==> src/sv/csp_pkg.sv <==
`default_nettype none
// ----------------------------------------------------------------------------
// csp_pkg
// Shared constants and types of the convex sector point locator.
// ----------------------------------------------------------------------------
package csp_pkg;

	// Number of sector slots; identifier 0 is never used.
	localparam int SECTOR_SLOTS = 128;
	// Width of a sector identifier.
	localparam int ID_W = $clog2(SECTOR_SLOTS);
	// Width of the next-identifier counter, which can reach SECTOR_SLOTS.
	localparam int NEXT_W = $clog2(SECTOR_SLOTS + 1);
	// Address width of the corner store, four corners per sector.
	localparam int ADDR_W = ID_W + 2;

	// Action codes.
	localparam logic [1:0] ACT_CORNER = 2'd0;
	localparam logic [1:0] ACT_COMMIT = 2'd1;
	localparam logic [1:0] ACT_LOCATE = 2'd2;

	// Plane numbers: walls 0 to 3, then ceiling and floor.
	localparam logic [2:0] PLANE_CEIL  = 3'd4;
	localparam logic [2:0] PLANE_FLOOR = 3'd5;

	// One point in raw Q8.8 coordinates.
	typedef struct packed {
		logic signed [15:0] x;
		logic signed [15:0] y;
		logic signed [15:0] z;
	} vec_t;

	// Status from the plane unit to the sequencer.
	typedef struct packed {
		logic done;
		logic pass;
	} pe_status_t;

endpackage
`default_nettype wire

==> src/sv/csp_plane_eval.sv <==
`default_nettype none
// ----------------------------------------------------------------------------
// csp_plane_eval
// Sign test of cross(b-a, c-a) . (a-q) with one shared multiplier over ten steps.
// ----------------------------------------------------------------------------
module csp_plane_eval (
	input  wire logic                clk,
	input  wire logic                arst_n,
	input  wire logic                start,
	input  wire csp_pkg::vec_t       a,
	input  wire csp_pkg::vec_t       b,
	input  wire csp_pkg::vec_t       c,
	input  wire csp_pkg::vec_t       q,
	output csp_pkg::pe_status_t      status
);

	logic               run_q;
	logic [3:0]         st_q;
	logic signed [16:0] bx_q, by_q, bz_q, cx_q, cy_q, cz_q, dx_q, dy_q, dz_q;
	logic signed [34:0] nx_q, ny_q, nz_q;
	logic signed [51:0] prod_q;
	logic signed [53:0] acc_q;
	logic signed [34:0] ma;
	logic signed [16:0] mb;
	logic signed [51:0] mul_w;
	logic signed [53:0] final_w;
	logic signed [34:0] prod_lo;

	// Operand selection for the shared multiplier.
	always_comb begin
		ma = '0;
		mb = '0;
		case (st_q)
			4'd0: begin ma = 35'(by_q); mb = cz_q; end
			4'd1: begin ma = 35'(bz_q); mb = cy_q; end
			4'd2: begin ma = 35'(bz_q); mb = cx_q; end
			4'd3: begin ma = 35'(bx_q); mb = cz_q; end
			4'd4: begin ma = 35'(bx_q); mb = cy_q; end
			4'd5: begin ma = 35'(by_q); mb = cx_q; end
			4'd6: begin ma = nx_q; mb = dx_q; end
			4'd7: begin ma = ny_q; mb = dy_q; end
			4'd8: begin ma = nz_q; mb = dz_q; end
			default: begin ma = '0; mb = '0; end
		endcase
	end

	assign mul_w   = ma * mb;
	assign prod_lo = $signed(prod_q[34:0]);
	assign final_w = acc_q + 54'(prod_q);

	// Datapath registers; each step consumes the product of the step before.
	always_ff @(posedge clk) begin
		if (start) begin
			bx_q <= 17'(b.x) - 17'(a.x);
			by_q <= 17'(b.y) - 17'(a.y);
			bz_q <= 17'(b.z) - 17'(a.z);
			cx_q <= 17'(c.x) - 17'(a.x);
			cy_q <= 17'(c.y) - 17'(a.y);
			cz_q <= 17'(c.z) - 17'(a.z);
			dx_q <= 17'(a.x) - 17'(q.x);
			dy_q <= 17'(a.y) - 17'(q.y);
			dz_q <= 17'(a.z) - 17'(q.z);
		end
		prod_q <= mul_w;
		if (run_q) begin
			case (st_q)
				4'd1: nx_q <= prod_lo;
				4'd2: nx_q <= nx_q - prod_lo;
				4'd3: ny_q <= prod_lo;
				4'd4: ny_q <= ny_q - prod_lo;
				4'd5: nz_q <= prod_lo;
				4'd6: nz_q <= nz_q - prod_lo;
				4'd7: acc_q <= 54'(prod_q);
				4'd8: acc_q <= final_w;
				default: ;
			endcase
		end
	end

	// Step counter and result.
	always_ff @(posedge clk or negedge arst_n) begin
		if (!arst_n) begin
			run_q       <= 1'b0;
			st_q        <= '0;
			status.done <= 1'b0;
			status.pass <= 1'b0;
		end else begin
			status.done <= 1'b0;
			if (start) begin
				run_q <= 1'b1;
				st_q  <= '0;
			end else if (run_q) begin
				if (st_q == 4'd9) begin
					run_q       <= 1'b0;
					status.done <= 1'b1;
					status.pass <= !final_w[53];
				end else begin
					st_q <= st_q + 4'd1;
				end
			end
		end
	end

endmodule
`default_nettype wire

==> config.mk <==
export PLATFORM = sky130hd
export DESIGN_NAME = csp_plane_eval
export DESIGN_NICKNAME = d
export VERILOG_FILES = /design/src/sv/csp_pkg.sv /design/src/sv/csp_plane_eval.sv
export SDC_FILE = /design/constraint.sdc
export NUM_CORES = 2
export LEC_CHECK = 0
export ABC_AREA = 1
export BUFFER_PORTS_ARGS = -buffer_cell sky130_fd_sc_hd__buf_2
export CAP_MARGIN = 20
export CELL_PAD_IN_SITES_DETAIL_PLACEMENT = 2
export CELL_PAD_IN_SITES_GLOBAL_PLACEMENT = 2
export CORE_MARGIN = 2
export CORE_UTILIZATION = 35
export CTS_CLUSTER_SIZE = 10
export DETAILED_ROUTE_END_ITERATION = 16
export PLACE_DENSITY = 0.84
export SYNTH_ARGS = -nofsm -noshare
export SYNTH_HDL_FRONTEND = slang
export SYNTH_SLANG_ARGS = --single-unit
export TNS_END_PERCENT = 20
==> constraint.sdc <==
create_clock -name clk -period 6.3 [get_ports clk]
set_input_delay 0.63 -clock clk [delete_from_list [all_inputs] [get_ports clk]]
set_output_delay 0.63 -clock clk [all_outputs]
set_load 0.01 [all_outputs]
==> results of run 1 <==
repair_timing:
| item | in CTS |
|---|---|
| hold buffers | 1 |
| endpoints found under the hold margin | 7 |
| gates resized for setup | 581 |
| setup buffers | 85 |
| setup endpoints to repair | 44 |
| cloned | 13 |
| pin swaps | 167 |
layer usage:
metal,overflow,global-route usage
met5,0,0.247
met4,15,0.633
met3,0,0.435
met2,16,0.799
met1,0,0.587
per-stage QoR:
| step | hold WS [ns] | util | instance area, um2 |
|---|---|---|---|
| after floorplan | 0.334 | - | 55300 |
| after detailed placement | 0.477 | 0.399 | 62400 |
| after CTS | 0.354 | 0.434 | 67900 |
| after global placement | 0.460 | 0.399 | 62400 |
logic make-up after synthesis:
kind of cell,count (synthesis)
simple gates,3185
buf+inv,1860
fa+ha+maj,1003
compound gates,877
flops,371
xor+xnor,216
==> results.py, run 1 <==
metrics = {
    "status": {
        "tool.error": "[ERROR GRT-0232] Routing congestion too high. Check the congestion heatmap in the GUI.",
        "stop_stage": "global routing",
        "status": "did not finish",
    },
    "clock_network": {
        "root_buffer": "clkbuf_16",
        "cts_max_path_buffers": 3,
        "clock-sinks": 371,
        "cts_buffers": 55,
        "htreeDepth": 2,
    },
    "synthesis": {
        "netlist_instances": 7512,
        "synth_compound_area_frac": 0.0933,
        "yosysTopAreaCellShare": 0.210,
        "synth.largest_area_cell": "fa_1",
        "synthMuxAreaShare": 0,
        "synth_warnings": 0,
        "yosys.area_share.simple": 0.243,
        "syn_area_um2": 55300,
        "synthTopCellsByArea": "fa_1, edfxtp_1, nand2_1",
        "yosysSeqAreaShare": 0.192,
        "synthArstFlopShare": 0.0189,
        "ys_ff_latch": 371,
        "synth_xor_xnor_area_share": 0.0342,
        "synth_edf_count": 312,
        "synth_common_cells": "nand2_1, inv_1, fa_1, nor2_1, ha_1",
        "synth.distinct_cells": 57,
        "synth_nets": 8710,
        "synth_fa_ha_area_frac": 0.306,
        "syn_avg_cell_area_um2": 7.35,
        "synth-main-ff-cell": "edfxtp_1",
        "post-synth-top-count-cell": "nand2_1",
        "synth_top_family_by_area": "adder cells",
    },
    "placed_design": {
        "dp_slack_ns": -1.46,
        "hpwl_um": 255000,
        "io_buffers": 196,
        "gp_congestion": 0.978,
        "dp.cells": 10100,
    },
    "floorplan": {
        "die_x_um": 401,
        "io_pins": 197,
        "rows": 145,
        "die_h_um": 401,
        "start_util": 0.353,
    },
    "global_routing": {
        "grt_max_degree": 94,
        "grt_usage": 0.611,
        "gr-total-overflow": 31,
    },
}
==> run 2: changes to the inputs <==
- CELL_PAD_IN_SITES_DETAIL_PLACEMENT: 2 -> default
- CELL_PAD_IN_SITES_GLOBAL_PLACEMENT: 2 -> default
- CTS_CLUSTER_SIZE: 10 -> default
- PLACE_DENSITY: 0.84 -> default
- PLACE_DENSITY_LB_ADDON: default -> 0.15
- clock period: 6.3 -> 8.2 ns (I/O delays scaled with it)
==> run 2 against run 1 <==
Effect of this change: the flow now finishes without violations; synthesized cell count did not move; synthesized area did not move.
==> results.py, run 2 <==
metrics = {
    "status": {
        "status": "completed",
    },
    "floorplan": {
        "die_h_um": 401,
        "die_area_um2": 161000,
        "start_util": 0.353,
        "core_area_um2": 157000,
        "die_x_um": 401,
        "rows": 145,
        "io_pins": 197,
    },
    "timing": {
        "drv_slew": 0,
        "worst_pin_slew_ns": 1.14,
        "rsz0062_at_grt": "yes",
        "fin_crit_ns": 7.98,
        "slew_headroom": 0.231,
        "setup_viol": 0,
        "skew_ns": 0.0494,
        "fin_crit_sh": 0.973,
        "max_freq_mhz": 125,
        "hold_viol_final": 0,
    },
    "global_routing": {
        "grt_max_degree": 64,
        "grt_pass1_vias": 49900,
        "antenna_found_initial": 4,
        "grt_pass1_wl_um": 326000,
        "gr-total-overflow": 0,
        "grt_usage": 0.271,
    },
    "critical_path": {
        "critPathKind": "reg -> reg",
        "slowest_delay_ns": 0.68,
        "cpMostUsedCell": "inv_1",
        "critPathBufInv": 9,
        "timing.critical_path.to_type": "flip-flop",
        "r2r_end": "prod_q[25]$_DFF_P_",
        "r2r_cells": 26,
        "worst_ep_arrival_time_ns": 8.52,
        "path_max_fanout": 14,
        "rrSetupSlack_ns": 0.22,
        "start_kind": "flip-flop",
        "crit_family": "adder cells",
        "timing.rr.start": "st_q[1]$_DFFE_PN0P_",
        "cpMaxStageDelayCell": "nand3_2",
        "required_ns": 8.74,
    },
    "routing": {
        "drtPass1Iterations": 6,
        "via_count": 50000,
        "drc": 0,
        "ant_nets": 0,
        "viasPerCell": 5.08,
        "wirelength_um": 222000,
        "routedWlPerCell_um": 22.5,
        "first_iter_violations": 4020,
    },
    "clock_network": {
        "cts_max_path_buffers": 3,
        "htreeDepth": 2,
        "root_buffer": "clkbuf_16",
        "insertion_delay_ns": 0.68,
        "cts_buffers": 52,
        "clkTransAtPathRegs_ns": 0.06,
        "clock-sinks": 371,
        "cts_setup_buffers": 0,
        "tritoncts": "built",
    },
    "synthesis": {
        "synth-main-ff-cell": "edfxtp_1",
        "post-synth-top-count-cell": "nand2_1",
        "synth_nets": 8710,
        "synth_top_family_by_area": "adder cells",
        "synth_edf_count": 312,
        "yosysSeqAreaShare": 0.192,
        "synth_fa_ha_area_frac": 0.306,
        "yosys.area_share.simple": 0.243,
        "netlist_instances": 7512,
        "synth_common_cells": "nand2_1, inv_1, fa_1, nor2_1, ha_1",
        "synth_xor_xnor_area_share": 0.0342,
        "synth.largest_area_cell": "fa_1",
        "synth_compound_area_frac": 0.0933,
        "ys_ff_latch": 371,
        "syn_area_um2": 55300,
        "yosysTopAreaCellShare": 0.210,
        "syn_avg_cell_area_um2": 7.35,
        "synth.distinct_cells": 57,
        "synthTopCellsByArea": "fa_1, edfxtp_1, nand2_1",
        "synthArstFlopShare": 0.0189,
        "synthMuxAreaShare": 0,
        "synth_warnings": 0,
    },
    "placed_design": {
        "place_area_um2": 59000,
        "gp_congestion": 0.990,
        "hpwl_um": 184000,
        "io_buffers": 196,
    },
    "final_layout": {
        "layout_common_cells": "nand2_1, inv_1, fa_1, nor2_1, ha_1",
        "area_growth_pct": 10.3,
        "reg.largest.list": "acc_q x54, prod_q x52",
        "final_common_cell": "nand2_1",
        "final_nets": 8935,
        "drive_above_1_share": 0.0715,
        "n_fill_cell": 16600,
        "regMostFlops": "acc_q",
        "design_area_um2": 60900,
        "largest_reg_flops": 54,
    },
    "job": {
        "maxCapViolCount": 0,
    },
    "hold_path": {
        "holdPathStages": 3,
        "hp-class": "in -> reg",
        "min_from": "q[16]",
        "holdPathEnd": "dy_q[0]$_DFFE_PP_",
    },
}
==> run 2: cell counts after synthesis <==
Identical to the previous run, type by type.
==> run 2: kinds of logic (layout without fill, tap and decap cells) <==
family / after synthesis / count (layout)
and+or+nand+nor: 3185 / 3185
buffers and inverters: 1860 / 2129
adders and majority gates: 1003 / 1003
AOI/OAI and AO/OA: 877 / 877
DFF: 371 / 371
xor gates and xnor gates: 216 / 216
other: 0 / 1
==> run 2: layout make-up <==
cell class                 instances  area, um2  area share
clock buffer                      66       1450      0.0238
inverter                        1716       6450       0.106
multi-input combinational       5281      37400       0.615
tap                             2058       2570      0.0423
timing repair buffer             315       2030      0.0333
sequential                       371      10600       0.174
antenna                            1       2.50   0.0000411
clock inverter                    32        388     0.00637
==> run 2: stage by stage <==
stage               hold slack (ns)  TNS [ns]  instances  setup slack, ns   util
finish                        0.544         0       9840            0.220  0.389
global route                  0.544   -0.0148       9839          -0.0148  0.389
floorplan                     0.493         0       7512             1.72      -
CTS                           0.504         0       9839           0.0304  0.389
global placement              0.541   -0.0140       9739          -0.0140  0.377
detailed placement            0.542         0       9740           0.0458  0.377
==> run 2: worst max path at each step <==
stage	start	endpoint	slack (ns)	cells past startpoint
5_1_grt	st_q[1]$_DFFE_PN0P_	prod_q[25]$_DFF_P_	-0.01	26
3_3_place_gp	st_q[0]$_DFFE_PN0P_	prod_q[25]$_DFF_P_	-0.01	29
3_5_place_dp	st_q[0]$_DFFE_PN0P_	prod_q[25]$_DFF_P_	0.05	29
4_1_cts	st_q[0]$_DFFE_PN0P_	prod_q[25]$_DFF_P_	0.03	29
2_1_floorplan	st_q[0]$_DFFE_PN0P_	prod_q[51]$_DFF_P_	1.72	28
6_report	st_q[1]$_DFFE_PN0P_	prod_q[25]$_DFF_P_	0.22	26
==> run 2: tightest hold or removal path, cell delays in order <==
cell   delay [ns]
buf_2        0.08
ha_1         0.11
inv_1        0.04
==> run 2: repair_timing <==
action,CTS,global route
endpoints found under the setup margin,0,8
resized for setup,0,7
hold endpoints to repair,5,0
hold buffers,1,0
==> run 2: per-layer routing <==
| layer | GRT usage | wire length [um] | up-vias |
|---|---|---|---|
| met4 | 0.0810 | 7390 | 0 |
| li1 | - | - | 23700 |
| met2 | 0.450 | 102000 | 1694 |
| met5 | 0 | 0 | - |
| met3 | 0.0330 | 13400 | 262 |
| met1 | 0.368 | 98400 | 24300 |
Power of run 2 is not shown: default switching activity piles up to over one toggle a cycle in this logic, so the estimate is an artifact.
